[config.mk]
export PLATFORM = sky130hd
export DESIGN_NAME = boxcar_moving_average_core_flat
export DESIGN_NICKNAME = d
export VERILOG_FILES = /design/src/bma_pkg.sv /design/src/bma_if.sv /design/src/bma_ram.sv /design/src/bma_queue.sv /design/src/bma_front.sv /design/src/bma_back.sv /design/src/boxcar_moving_average_core.sv /design/src/flat_wrapper.sv
export SDC_FILE = /design/constraint.sdc
export NUM_CORES = 1
export LEC_CHECK = 0
export ABC_AREA = 1
export BUFFER_PORTS_ARGS = -buffer_cell sky130_fd_sc_hd__buf_2
export CORE_ASPECT_RATIO = 1.75
export CORE_MARGIN = 3
export CORE_UTILIZATION = 57
export CTS_CLUSTER_DIAMETER = 80
export CTS_CLUSTER_SIZE = 30
export DETAILED_ROUTE_END_ITERATION = 10
export PLACE_DENSITY = 0.73
export SETUP_SLACK_MARGIN = 0.3
export SKIP_CTS_REPAIR_TIMING = 1
export SLEW_MARGIN = 20
export SYNTH_ARGS = -nofsm -noshare
export SYNTH_HDL_FRONTEND = slang
export SYNTH_HIERARCHICAL = 1
export SYNTH_SLANG_ARGS = --single-unit
[constraint.sdc]
create_clock -name clk_i -period 7.16 [get_ports clk_i]
set_clock_uncertainty 0.05 [all_clocks]
set_input_delay 1.074 -clock clk_i [delete_from_list [all_inputs] [get_ports clk_i]]
set_output_delay 1.074 -clock clk_i [all_outputs]
set_load 0.02 [all_outputs]
[src/bma_pkg.sv]
// Package for the boxcar moving-average block: default sizes, the window
// length reset value, queue depth and the command width helper.
// No dependencies; the interfaces, front, back, core and testbench refer to it by scope.
package bma_pkg;

  localparam int MAX_WINDOW  = 32;
  localparam int SAMPLE_BITS = 16;
  localparam int CFG_BITS    = 6;
  localparam int QUEUE_DEPTH = 2;

  localparam logic [CFG_BITS-1:0] WINDOW_RESET = 6'd4;

  // Width of one packed command between the front and the back
  function automatic int cmd_bits(input int sample_bits, input int max_window);
    return sample_bits + 2 * $clog2(max_window) + 2 * $clog2(max_window + 1) + 3;
  endfunction

endpackage

[src/bma_if.sv]
// Channel interfaces of the boxcar moving-average block: sample input,
// result output and window length configuration. Depends on bma_pkg.
interface bma_in_if #(
  parameter int SAMPLE_BITS = bma_pkg::SAMPLE_BITS
);
  logic                          valid;
  logic                          ready;
  logic signed [SAMPLE_BITS-1:0] sample;
  logic                          end_of_array;

  modport source (output valid, output sample, output end_of_array, input ready);
  modport sink   (input valid, input sample, input end_of_array, output ready);
endinterface

interface bma_out_if #(
  parameter int SAMPLE_BITS = bma_pkg::SAMPLE_BITS
);
  logic                          valid;
  logic                          ready;
  logic signed [SAMPLE_BITS-1:0] average;
  logic                          is_padding;
  logic                          final_result;

  modport source (output valid, output average, output is_padding, output final_result,
                  input ready);
  modport sink   (input valid, input average, input is_padding, input final_result,
                  output ready);
endinterface

interface bma_cfg_if;
  logic                          valid;
  logic                          ready;
  logic [bma_pkg::CFG_BITS-1:0]  window_length;

  modport source (output valid, output window_length, input ready);
  modport sink   (input valid, input window_length, output ready);
endinterface

[src/bma_ram.sv]
// Generic single-write, single-read RAM with registered read data.
// Read during a write to the same address returns the old contents.
module bma_ram #(
  parameter int WIDTH = 16,
  parameter int DEPTH = 32
) (
  input  logic                     clk_i,
  input  logic                     we_i,
  input  logic [$clog2(DEPTH)-1:0] waddr_i,
  input  logic [WIDTH-1:0]         wdata_i,
  input  logic [$clog2(DEPTH)-1:0] raddr_i,
  output logic [WIDTH-1:0]         rdata_o
);

  logic [WIDTH-1:0] mem_q [DEPTH];
  logic [WIDTH-1:0] rdata_q;

  always_ff @(posedge clk_i) begin
    if (we_i) begin
      mem_q[waddr_i] <= wdata_i;
    end
    rdata_q <= mem_q[raddr_i];
  end

  assign rdata_o = rdata_q;

endmodule

[src/bma_queue.sv]
// Short command queue between the front and the back of the averager.
// Depends on nothing but its parameters.
module bma_queue #(
  parameter int WIDTH = 8,
  parameter int DEPTH = 2
) (
  input  logic             clk_i,
  input  logic             rst_ni,
  input  logic             push_i,
  input  logic [WIDTH-1:0] data_i,
  output logic             full_o,
  input  logic             pop_i,
  output logic [WIDTH-1:0] data_o,
  output logic             empty_o
);

  localparam int PtrBits = (DEPTH > 1) ? $clog2(DEPTH) : 1;
  localparam int CntBits = $clog2(DEPTH + 1);
  localparam logic [PtrBits-1:0] LastPtr = PtrBits'(DEPTH - 1);

  logic [WIDTH-1:0]   mem_q [DEPTH];
  logic [PtrBits-1:0] wr_q, wr_d, rd_q, rd_d;
  logic [CntBits-1:0] cnt_q, cnt_d;

  assign full_o  = (cnt_q == CntBits'(DEPTH));
  assign empty_o = (cnt_q == '0);
  assign data_o  = mem_q[rd_q];

  always_comb begin
    wr_d  = wr_q;
    rd_d  = rd_q;
    cnt_d = cnt_q;
    if (push_i) begin
      wr_d = (wr_q == LastPtr) ? '0 : wr_q + 1'b1;
    end
    if (pop_i) begin
      rd_d = (rd_q == LastPtr) ? '0 : rd_q + 1'b1;
    end
    if (push_i && !pop_i) begin
      cnt_d = cnt_q + 1'b1;
    end else if (pop_i && !push_i) begin
      cnt_d = cnt_q - 1'b1;
    end
  end

  always_ff @(posedge clk_i or negedge rst_ni) begin
    if (!rst_ni) begin
      wr_q  <= '0;
      rd_q  <= '0;
      cnt_q <= '0;
    end else begin
      wr_q  <= wr_d;
      rd_q  <= rd_d;
      cnt_q <= cnt_d;
    end
  end

  always_ff @(posedge clk_i) begin
    if (push_i) begin
      mem_q[wr_q] <= data_i;
    end
  end

  a_no_overflow: assert property (@(posedge clk_i) disable iff (!rst_ni)
    !(push_i && full_o && !pop_i))
    else $error("command queue pushed while full");

endmodule

[src/bma_front.sv]
// Front of the averager: holds the window length register, tracks the
// write pointer and fill count, and turns each sample into a command.
// Depends on bma_pkg.
module bma_front #(
  parameter int MAX_WINDOW  = bma_pkg::MAX_WINDOW,
  parameter int SAMPLE_BITS = bma_pkg::SAMPLE_BITS
) (
  input  logic                                 clk_i,
  input  logic                                 rst_ni,
  input  logic                                 cfg_we_i,
  input  logic [bma_pkg::CFG_BITS-1:0]         cfg_data_i,
  input  logic                                 in_valid_i,
  input  logic signed [SAMPLE_BITS-1:0]        in_sample_i,
  input  logic                                 in_last_i,
  output logic                                 in_ready_o,
  input  logic                                 full_i,
  output logic                                 push_o,
  output logic [bma_pkg::cmd_bits(SAMPLE_BITS, MAX_WINDOW)-1:0] cmd_o
);

  localparam int PB = $clog2(MAX_WINDOW);
  localparam int WB = $clog2(MAX_WINDOW + 1);
  localparam int AB = WB + 1;
  localparam logic [6:0]    MaxW    = 7'(MAX_WINDOW);
  localparam logic [AB-1:0] MaxE    = AB'(MAX_WINDOW);
  localparam logic [PB-1:0] LastPtr = PB'(MAX_WINDOW - 1);

  typedef struct packed {
    logic signed [SAMPLE_BITS-1:0] sample;
    logic [PB-1:0]                 wr_addr;
    logic [PB-1:0]                 rd_addr;
    logic [WB-1:0]                 win;
    logic [WB-1:0]                 pads;
    logic                          sub;
    logic                          mean;
    logic                          last;
  } cmd_t;

  logic [bma_pkg::CFG_BITS-1:0] wl_q;
  logic [PB-1:0]                wp_q;
  logic [WB-1:0]                fill_q;
  logic [6:0]                   eff;
  logic [WB-1:0]                win;
  logic [AB-1:0]                wp_e, win_e, back_e;
  logic [WB-1:0]                fill_new;
  logic                         full_win;
  cmd_t                         cmd;

  // Zero acts as one, anything above the store depth as the depth
  always_comb begin
    if (wl_q == '0) begin
      eff = 7'd1;
    end else if ({1'b0, wl_q} > MaxW) begin
      eff = MaxW;
    end else begin
      eff = {1'b0, wl_q};
    end
  end
  assign win = WB'(eff);

  assign wp_e     = AB'(wp_q);
  assign win_e    = AB'(win);
  assign back_e   = (wp_e >= win_e) ? (wp_e - win_e) : (wp_e + MaxE - win_e);
  assign full_win = (fill_q == win);
  assign fill_new = full_win ? fill_q : fill_q + 1'b1;

  always_comb begin
    cmd.sample  = in_sample_i;
    cmd.wr_addr = wp_q;
    cmd.rd_addr = back_e[PB-1:0];
    cmd.win     = win;
    cmd.sub     = full_win;
    cmd.mean    = (fill_new == win);
    cmd.last    = in_last_i;
    if (!in_last_i) begin
      cmd.pads = '0;
    end else if (fill_new == win) begin
      cmd.pads = win - 1'b1;
    end else begin
      cmd.pads = fill_new;
    end
  end

  assign in_ready_o = !full_i;
  assign push_o     = in_valid_i && !full_i;
  assign cmd_o      = cmd;

  always_ff @(posedge clk_i or negedge rst_ni) begin
    if (!rst_ni) begin
      wl_q   <= bma_pkg::WINDOW_RESET;
      wp_q   <= '0;
      fill_q <= '0;
    end else if (cfg_we_i) begin
      wl_q   <= cfg_data_i;
      wp_q   <= '0;
      fill_q <= '0;
    end else if (push_o) begin
      if (in_last_i) begin
        wp_q   <= '0;
        fill_q <= '0;
      end else begin
        wp_q   <= (wp_q == LastPtr) ? '0 : wp_q + 1'b1;
        fill_q <= fill_new;
      end
    end
  end

  a_fill_bound: assert property (@(posedge clk_i) disable iff (!rst_ni)
    fill_q <= win)
    else $error("fill count above window length");

endmodule

[src/bma_back.sv]
// Back of the averager: window store, running sum, serial divider and the
// result register. Takes commands from the queue. Depends on bma_pkg, bma_ram.
module bma_back #(
  parameter int MAX_WINDOW  = bma_pkg::MAX_WINDOW,
  parameter int SAMPLE_BITS = bma_pkg::SAMPLE_BITS
) (
  input  logic                                 clk_i,
  input  logic                                 rst_ni,
  input  logic                                 clear_i,
  input  logic                                 empty_i,
  input  logic [bma_pkg::cmd_bits(SAMPLE_BITS, MAX_WINDOW)-1:0] cmd_i,
  output logic                                 pop_o,
  output logic                                 out_valid_o,
  input  logic                                 out_ready_i,
  output logic signed [SAMPLE_BITS-1:0]        out_average_o,
  output logic                                 out_padding_o,
  output logic                                 out_final_o
);

  localparam int PB   = $clog2(MAX_WINDOW);
  localparam int WB   = $clog2(MAX_WINDOW + 1);
  localparam int SUMB = SAMPLE_BITS + $clog2(MAX_WINDOW) + 1;
  localparam int CB   = $clog2(SUMB + 1);

  localparam logic [2:0] ST_IDLE = 3'd0;
  localparam logic [2:0] ST_ACC  = 3'd1;
  localparam logic [2:0] ST_DIV  = 3'd2;
  localparam logic [2:0] ST_MEAN = 3'd3;
  localparam logic [2:0] ST_PAD  = 3'd4;

  typedef struct packed {
    logic signed [SAMPLE_BITS-1:0] sample;
    logic [PB-1:0]                 wr_addr;
    logic [PB-1:0]                 rd_addr;
    logic [WB-1:0]                 win;
    logic [WB-1:0]                 pads;
    logic                          sub;
    logic                          mean;
    logic                          last;
  } cmd_t;

  cmd_t                          head, cmd_q, cmd_d;
  logic [2:0]                    st_q, st_d;
  logic [WB-1:0]                 pad_q, pad_d;
  logic [CB-1:0]                 cnt_q, cnt_d;
  logic signed [SUMB-1:0]        sum_q, sum_d, sum_new, old_ext, smp_ext;
  logic [SUMB-1:0]               quo_q, quo_d, mag, res;
  logic [WB-1:0]                 rem_q, rem_d;
  logic [WB:0]                   rem_sh, rem_sub;
  logic                          ge;
  logic                          neg_q, neg_d;
  logic                          ov_q, ov_d;
  logic signed [SAMPLE_BITS-1:0] avg_q, avg_d;
  logic                          padf_q, padf_d, fin_q, fin_d;
  logic                          out_free;
  logic                          ram_we;
  logic [SAMPLE_BITS-1:0]        ram_rdata;

  assign head = cmd_i;

  // Every entry read was written earlier in the same stream, so the store
  // needs no clearing after reset.
  bma_ram #(
    .WIDTH(SAMPLE_BITS),
    .DEPTH(MAX_WINDOW)
  ) u_store (
    .clk_i   (clk_i),
    .we_i    (ram_we),
    .waddr_i (cmd_q.wr_addr),
    .wdata_i (cmd_q.sample),
    .raddr_i (head.rd_addr),
    .rdata_o (ram_rdata)
  );

  assign ram_we  = (st_q == ST_ACC);
  assign old_ext = cmd_q.sub ? SUMB'($signed(ram_rdata)) : '0;
  assign smp_ext = SUMB'(cmd_q.sample);
  assign sum_new = sum_q - old_ext + smp_ext;
  assign mag     = sum_new[SUMB-1] ? SUMB'(-sum_new) : SUMB'(sum_new);

  assign rem_sh  = {rem_q, quo_q[SUMB-1]};
  assign rem_sub = rem_sh - {1'b0, cmd_q.win};
  assign ge      = (rem_sh >= {1'b0, cmd_q.win});
  assign res     = neg_q ? (~quo_q + SUMB'(1)) : quo_q;

  assign out_free = !ov_q || out_ready_i;
  assign pop_o    = (st_q == ST_IDLE) && !empty_i;

  always_comb begin
    st_d   = st_q;
    pad_d  = pad_q;
    cnt_d  = cnt_q;
    sum_d  = sum_q;
    cmd_d  = cmd_q;
    quo_d  = quo_q;
    rem_d  = rem_q;
    neg_d  = neg_q;
    ov_d   = ov_q;
    avg_d  = avg_q;
    padf_d = padf_q;
    fin_d  = fin_q;

    if (ov_q && out_ready_i) begin
      ov_d = 1'b0;
    end

    case (st_q)
      ST_IDLE: begin
        if (!empty_i) begin
          cmd_d = head;
          st_d  = ST_ACC;
        end
      end
      ST_ACC: begin
        sum_d = cmd_q.last ? '0 : sum_new;
        neg_d = sum_new[SUMB-1];
        quo_d = mag;
        rem_d = '0;
        cnt_d = CB'(SUMB);
        pad_d = cmd_q.pads;
        if (cmd_q.mean) begin
          st_d = ST_DIV;
        end else if (cmd_q.pads != '0) begin
          st_d = ST_PAD;
        end else begin
          st_d = ST_IDLE;
        end
      end
      ST_DIV: begin
        // One quotient bit per cycle, restoring
        rem_d = ge ? rem_sub[WB-1:0] : rem_sh[WB-1:0];
        quo_d = {quo_q[SUMB-2:0], ge};
        cnt_d = cnt_q - 1'b1;
        if (cnt_q == CB'(1)) begin
          st_d = ST_MEAN;
        end
      end
      ST_MEAN: begin
        if (out_free) begin
          ov_d   = 1'b1;
          avg_d  = res[SAMPLE_BITS-1:0];
          padf_d = 1'b0;
          fin_d  = cmd_q.last && (pad_q == '0);
          st_d   = (pad_q != '0) ? ST_PAD : ST_IDLE;
        end
      end
      ST_PAD: begin
        if (out_free) begin
          ov_d   = 1'b1;
          avg_d  = '0;
          padf_d = 1'b1;
          fin_d  = (pad_q == WB'(1));
          pad_d  = pad_q - 1'b1;
          if (pad_q == WB'(1)) begin
            st_d = ST_IDLE;
          end
        end
      end
      default: begin
        st_d = ST_IDLE;
      end
    endcase

    if (clear_i) begin
      sum_d = '0;
    end
  end

  always_ff @(posedge clk_i or negedge rst_ni) begin
    if (!rst_ni) begin
      st_q  <= ST_IDLE;
      pad_q <= '0;
      cnt_q <= '0;
      sum_q <= '0;
      ov_q  <= 1'b0;
    end else begin
      st_q  <= st_d;
      pad_q <= pad_d;
      cnt_q <= cnt_d;
      sum_q <= sum_d;
      ov_q  <= ov_d;
    end
  end

  always_ff @(posedge clk_i) begin
    cmd_q  <= cmd_d;
    quo_q  <= quo_d;
    rem_q  <= rem_d;
    neg_q  <= neg_d;
    avg_q  <= avg_d;
    padf_q <= padf_d;
    fin_q  <= fin_d;
  end

  assign out_valid_o   = ov_q;
  assign out_average_o = avg_q;
  assign out_padding_o = padf_q;
  assign out_final_o   = fin_q;

  a_pad_count: assert property (@(posedge clk_i) disable iff (!rst_ni)
    (st_q == ST_PAD) |-> (pad_q != '0))
    else $error("padding state with no padding left");

  a_div_count: assert property (@(posedge clk_i) disable iff (!rst_ni)
    (st_q == ST_DIV) |-> (cnt_q != '0))
    else $error("divider running with zero step count");

  a_pad_zero: assert property (@(posedge clk_i) disable iff (!rst_ni)
    (st_q == ST_PAD && out_free) |=> (ov_q && padf_q && avg_q == '0))
    else $error("padding result not loaded as zero");

endmodule

[src/boxcar_moving_average_core.sv]
// Boxcar moving average over signed fixed-point samples.
// A sample's command waits in the queue until the back is idle, then updates the window
//   store and running sum, runs through the bit-serial divider if it yields a mean, and
//   the mean and any padding results leave through the output register, which waits on ready.
//   The back takes the next command only once it is done with the last one.
// Reset: asynchronous, active low; window length returns to 4, sum and counts clear.
module boxcar_moving_average_core #(
  parameter int MAX_WINDOW  = bma_pkg::MAX_WINDOW,
  parameter int SAMPLE_BITS = bma_pkg::SAMPLE_BITS
) (
  input  logic      clk_i,
  input  logic      rst_ni,
  bma_in_if.sink    in_ch_i,
  bma_out_if.source out_ch_o,
  bma_cfg_if.sink   cfg_ch_i
);

  localparam int CmdBits = bma_pkg::cmd_bits(SAMPLE_BITS, MAX_WINDOW);

  // Front/back handoff
  logic               push;
  logic               pop;
  logic               full;
  logic               empty;
  logic [CmdBits-1:0] cmd_in;
  logic [CmdBits-1:0] cmd_out;
  logic               cfg_we;

  // Config writes must arrive only while the block is idle (the block does not enforce it), so take them at once.
  assign cfg_ch_i.ready = 1'b1;
  assign cfg_we         = cfg_ch_i.valid;

  // Front: classify each sample against the fill count and window length,
  // and compute the store addresses and the padding count it will need.
  bma_front #(
    .MAX_WINDOW  (MAX_WINDOW),
    .SAMPLE_BITS (SAMPLE_BITS)
  ) u_front (
    .clk_i       (clk_i),
    .rst_ni      (rst_ni),
    .cfg_we_i    (cfg_we),
    .cfg_data_i  (cfg_ch_i.window_length),
    .in_valid_i  (in_ch_i.valid),
    .in_sample_i (in_ch_i.sample),
    .in_last_i   (in_ch_i.end_of_array),
    .in_ready_o  (in_ch_i.ready),
    .full_i      (full),
    .push_o      (push),
    .cmd_o       (cmd_in)
  );

  // Hold classified samples while the back divides or drains padding beats.
  bma_queue #(
    .WIDTH (CmdBits),
    .DEPTH (bma_pkg::QUEUE_DEPTH)
  ) u_queue (
    .clk_i   (clk_i),
    .rst_ni  (rst_ni),
    .push_i  (push),
    .data_i  (cmd_in),
    .full_o  (full),
    .pop_i   (pop),
    .data_o  (cmd_out),
    .empty_o (empty)
  );

  // Back: update the window store and running sum, divide, then emit the
  // mean beat and any padding beats through its output register.
  bma_back #(
    .MAX_WINDOW  (MAX_WINDOW),
    .SAMPLE_BITS (SAMPLE_BITS)
  ) u_back (
    .clk_i         (clk_i),
    .rst_ni        (rst_ni),
    .clear_i       (cfg_we),
    .empty_i       (empty),
    .cmd_i         (cmd_out),
    .pop_o         (pop),
    .out_valid_o   (out_ch_o.valid),
    .out_ready_i   (out_ch_o.ready),
    .out_average_o (out_ch_o.average),
    .out_padding_o (out_ch_o.is_padding),
    .out_final_o   (out_ch_o.final_result)
  );

endmodule

[src/flat_wrapper.sv]
// flat-port wrapper written by rule: the top's interface ports become plain ports
module boxcar_moving_average_core_flat 
#(
  parameter int MAX_WINDOW  = bma_pkg::MAX_WINDOW,
  parameter int SAMPLE_BITS = bma_pkg::SAMPLE_BITS
)
  (clk_i, rst_ni, in_ch_i_valid, in_ch_i_sample, in_ch_i_end_of_array, in_ch_i_ready, out_ch_o_valid, out_ch_o_average, out_ch_o_is_padding, out_ch_o_final_result, out_ch_o_ready, cfg_ch_i_valid, cfg_ch_i_window_length, cfg_ch_i_ready);
  bma_in_if #(.SAMPLE_BITS(SAMPLE_BITS)) in_ch_i_i ();
  bma_out_if #(.SAMPLE_BITS(SAMPLE_BITS)) out_ch_o_i ();
  bma_cfg_if cfg_ch_i_i ();
  input  logic clk_i;
  input  logic rst_ni;
  input wire logic [$bits(in_ch_i_i.valid)-1:0] in_ch_i_valid;
  input wire logic [$bits(in_ch_i_i.sample)-1:0] in_ch_i_sample;
  input wire logic [$bits(in_ch_i_i.end_of_array)-1:0] in_ch_i_end_of_array;
  output wire logic [$bits(in_ch_i_i.ready)-1:0] in_ch_i_ready;
  output wire logic [$bits(out_ch_o_i.valid)-1:0] out_ch_o_valid;
  output wire logic [$bits(out_ch_o_i.average)-1:0] out_ch_o_average;
  output wire logic [$bits(out_ch_o_i.is_padding)-1:0] out_ch_o_is_padding;
  output wire logic [$bits(out_ch_o_i.final_result)-1:0] out_ch_o_final_result;
  input wire logic [$bits(out_ch_o_i.ready)-1:0] out_ch_o_ready;
  input wire logic [$bits(cfg_ch_i_i.valid)-1:0] cfg_ch_i_valid;
  input wire logic [$bits(cfg_ch_i_i.window_length)-1:0] cfg_ch_i_window_length;
  output wire logic [$bits(cfg_ch_i_i.ready)-1:0] cfg_ch_i_ready;
  assign in_ch_i_i.valid = in_ch_i_valid;
  assign in_ch_i_i.sample = in_ch_i_sample;
  assign in_ch_i_i.end_of_array = in_ch_i_end_of_array;
  assign in_ch_i_ready = in_ch_i_i.ready;
  assign out_ch_o_valid = out_ch_o_i.valid;
  assign out_ch_o_average = out_ch_o_i.average;
  assign out_ch_o_is_padding = out_ch_o_i.is_padding;
  assign out_ch_o_final_result = out_ch_o_i.final_result;
  assign out_ch_o_i.ready = out_ch_o_ready;
  assign cfg_ch_i_i.valid = cfg_ch_i_valid;
  assign cfg_ch_i_i.window_length = cfg_ch_i_window_length;
  assign cfg_ch_i_ready = cfg_ch_i_i.ready;
  boxcar_moving_average_core #(.MAX_WINDOW(MAX_WINDOW), .SAMPLE_BITS(SAMPLE_BITS)) u_core (.clk_i(clk_i), .rst_ni(rst_ni), .in_ch_i(in_ch_i_i), .out_ch_o(out_ch_o_i), .cfg_ch_i(cfg_ch_i_i));
endmodule
==> qor.csv <==
stage,metric,value,unit
outcome,status,finished clean,
floorplanning,die height,331,um
logic_synthesis,ranking of synthesized cells by area,"edfxtp_1, nand2_1, nand3_1, dfrtp_1, inv_1",
power,peak supply drop,0.399,mV
logic_synthesis,Post-Synth XOR/XNOR Area,0.811,%
logic_synthesis,Post-Syn Area,34400,sq um
logic_synthesis,post-synthesis adder-cell area fraction,2.98,%
grt,first-pass GRT wire length,128,mm
layout,share of cells above drive strength 1,8.77,%
layout,Fill cells,4708,
layout,nets@finish,3275,
power,Leak,0.0144,uW
cts,Max Root-Sink Buffers,3,
floorplanning,row count,118,
routing,Residual DRC,0,
logic_synthesis,share of the yosys chip area belonging to registers,64.3,%
grt,initial antenna violation count,0,
cts,worst skew pair latency,0.64,ns
power,Overall Power,17700,uW
worst_setup_path,R2R Path End,u_core/u_back/quo_q[15],
worst_setup_path,CP startpoint kind,register,
routing,WL/cell,21.0,um
routing,routed wire length,83.8,mm
floorplanning,Core Box Area,59500,sq um
cts,CTS H-tree lvls,1,
timing,number of endpoints failing setup at the final stage,0,
cts,cts bufs inserted,30,
worst_setup_path,Worst Path Arrival,4.68,ns
logic_synthesis,Async SR Flop Fraction,7.72,%
worst_setup_path,worst setup path category,register to register,
timing,RSZ-0062 raised after global routing,false,
worst_setup_path,critical-path cell list,"inv_1, fa_1, inv_1, ha_1, nand2_1, inv_1, nand2_1, nand2_1, inv_1, nand3_1, nand2_1, nand2_1, nor2_2, inv_2, nor2_2, nand3b_1, nand2_1, nand2_1, nand3_1, nand2_1",
logic_synthesis,dominant cell type by area after synthesis,edfxtp_1,
logic_synthesis,syn_nets,3288,
placement,Setup WS pre-CTS,2.88,ns
worst_setup_path,Critical Path Slowest Stage Cell,edfxtp_1,
worst_hold_path,hold crit path type,register to register,
floorplanning,Initial Utilization,57.8,%
logic_synthesis,top_reg_cell synth,edfxtp_1,
timing,worst-margin pin slew,1.12,ns
cts,CTS tree,built,
worst_setup_path,Worst Path Required,7.51,ns
timing,Setup TNS,0,ns
placement,hpwl dp,52.6,mm
timing,Slew Limit Fails,0,
cts,CTS clock-pin slew for the worst setup and hold paths,0.12,ns
logic_synthesis,simple-gate share of the synthesized area,21.3,%
power,Power Dens Cells,492,nW/um^2
layout,"most common cell after layout, fill and taps aside",nand2_1,
logic_synthesis,main combinational cell family by area after synthesis,simple AND/OR/NAND/NOR gates,
worst_setup_path,reg2reg path depth,20,
floorplanning,Die X,192,um
grt,Tot GR Track Use,26.5,%
routing,Via density,5.81,
routing,DRT Pass-1 Iters,8,
timing,clock period minus worst slack,4.33,ns
timing,Fmax,0.231,GHz
placement,IO buf count,47,
worst_hold_path,Hold EP,u_core/u_back/cnt_q[3],
floorplanning,full die area,63400,sq um
logic_synthesis,Mapped Cells,3192,
worst_setup_path,CP endpoint kind,register,
routing,ANT nets after route,0,
worst_hold_path,Cells on Worst Hold Path,1,
layout,"commonest cells after routing, fill and taps aside","nand2_1, edfxtp_1, nand3_1",
worst_setup_path,Crit Path Max Fanout,33,
layout,Area Growth Syn to Fin,4.82,%
logic_synthesis,Synth Area in Compound Gates,2.71,%
cts,Clock Tree Root,clkbuf_16,
grt,pin count of the biggest net entering global routing,148,
layout,Diodes inserted,0,
cts,TritonCTS Sinks,751,
placement,GP Congestion,0.918,
logic_synthesis,YS warnings,6,
logic_synthesis,area share of the largest cell type after synthesis,59.1,%
grt,vias in the first global route,22800,
worst_setup_path,"most used cell, CP",nand2_1,
timing,crit share post-route,60.5,%
logic_synthesis,synthesis-stage register bit count,751,
worst_setup_path,Reg-to-Reg Start,u_core/u_back/cmd_q[33],
timing,PnR worst setup slack,2.83,ns
routing,Vias,23200,
logic_synthesis,"EDFF count, synth",677,
layout,final core utilization,60.6,%
timing,slew margin rel.,24.5,%
worst_setup_path,CP max stage delay,1.06,ns
floorplanning,Top Ports,49,
worst_hold_path,hold_sp,u_core/u_back/cnt_q[3],
logic_synthesis,portion of netlist area occupied by mux cells,1.80,%
grt,total gr overflow,0,
timing,Hold Fails Final Rpt,0,
routing,Initial DRC Count,2528,
logic_synthesis,syn_area_per_cell,10.8,sq um
worst_setup_path,flop2flop setup slack,2.83,ns
job,Max-Cap Viols,0,
logic_synthesis,post-synth cell types,58,
==> critical path, delay by kind of cell (launching register included) <==
kind | cells | cell delay, ns
fa+ha+maj | 2 | 0.95
buf+inv | 5 | 0.43
flops | 1 | 1.06
simple gates | 13 | 1.58
==> Yosys cell counts (all sizes together), types with 2 or more instances <==
master  number
inv        270
fa          23
dfxtp       16
o21bai       2
and2         5
o22ai       29
nor2       127
dfrtp       57
a31oi        2
a21oi       50
edfxtp     677
mux2        42
nand3b      10
ha          45
a211oi       3
or2          2
nor3        22
o31ai        3
nand3      469
xnor2        8
buf        120
clkbuf      35
nor4         3
o211ai       4
o21ai       69
nand4       14
xor2        23
nand2     1052
==> cells by family after synthesis <==
family          after synthesis
simple gates               1705
flops                       751
buf+inv                     426
compound gates              168
fa+ha+maj                    68
mux                          42
xor+xnor                     31
other cells                   1
==> registers in the layout (all words and copies together), names as in the netlist, 2 cells and up <==
signal and count:
u_core/u_back/cmd_q 36, u_core/u_back/cnt_q 5, u_core/u_back/out_average_o 16, u_core/u_back/pad_q 6, u_core/u_back/quo_q 22, u_core/u_back/rem_q 6, u_core/u_back/st_q 3, u_core/u_back/sum_q 22
u_core/u_back/u_store/mem_q 512, u_core/u_back/u_store/rdata_o 16, u_core/u_front/fill_q 6, u_core/u_front/wl_q 6, u_core/u_front/wp_q 5, u_core/u_queue/cnt_q 2, u_core/u_queue/mem_q 82
==> metrics by stage <==
| step | cells | hold WS, ns | area, sq um |
|---|---|---|---|
| after floorplan | 3192 | 0.391 | 34400 |
| after global placement | 3924 | 0.410 | 35100 |
| after detailed placement | 3925 | 0.432 | 35100 |
| after CTS | 3981 | 0.451 | 36000 |
| after global routing | 3983 | 0.468 | 36100 |
| final | 3983 | 0.449 | 36100 |
==> power breakdown <==
group	switching, uW	total [uW]	internal [uW]
Combinational	6530	9300	2770
Sequential	365	6310	5950
Clock	1290	2120	825
Total	8180	17700	9540
==> worst max path at each step <==
stage	from	to	slack, ns	depth (start not counted)
after floorplan	u_core/u_back/st_q[2]	u_core/u_queue/cnt_q[1]	3.01	9
after global placement	u_core/u_back/cmd_q[28]	u_core/u_back/quo_q[5]	2.96	17
after detailed placement	u_core/u_back/cmd_q[28]	u_core/u_back/quo_q[5]	2.88	17
after CTS	u_core/u_back/cmd_q[28]	u_core/u_back/quo_q[5]	2.88	17
after global routing	u_core/u_back/cmd_q[33]	u_core/u_back/quo_q[15]	2.42	20
final	u_core/u_back/cmd_q[33]	u_core/u_back/quo_q[15]	2.83	20
==> metal layers <==
| metal | up-vias | GRT usage (%) | routed length, um |
|---|---|---|---|
| li1 | 10700 | - | - |
| met2 | 978 | 47.5 | 43900 |
| met5 | - | 0 | 0 |
| met3 | 255 | 2.50 | 5000 |
| met1 | 11200 | 31.9 | 30100 |
| met4 | 0 | 12.8 | 4760 |
==> final cells by class <==
cell class | instances | area (sq um) | share of cell area, %
Sequential cell | 751 | 22100 | 61.3
Multi-Input combinational cell | 2015 | 10300 | 28.5
Inverter | 271 | 1030 | 2.86
Tap cell | 780 | 976 | 2.71
Clock buffer | 51 | 830 | 2.30
Timing Repair Buffer | 110 | 756 | 2.10
Clock inverter | 5 | 96.3 | 0.267
(Power assumes the default switching activity.)
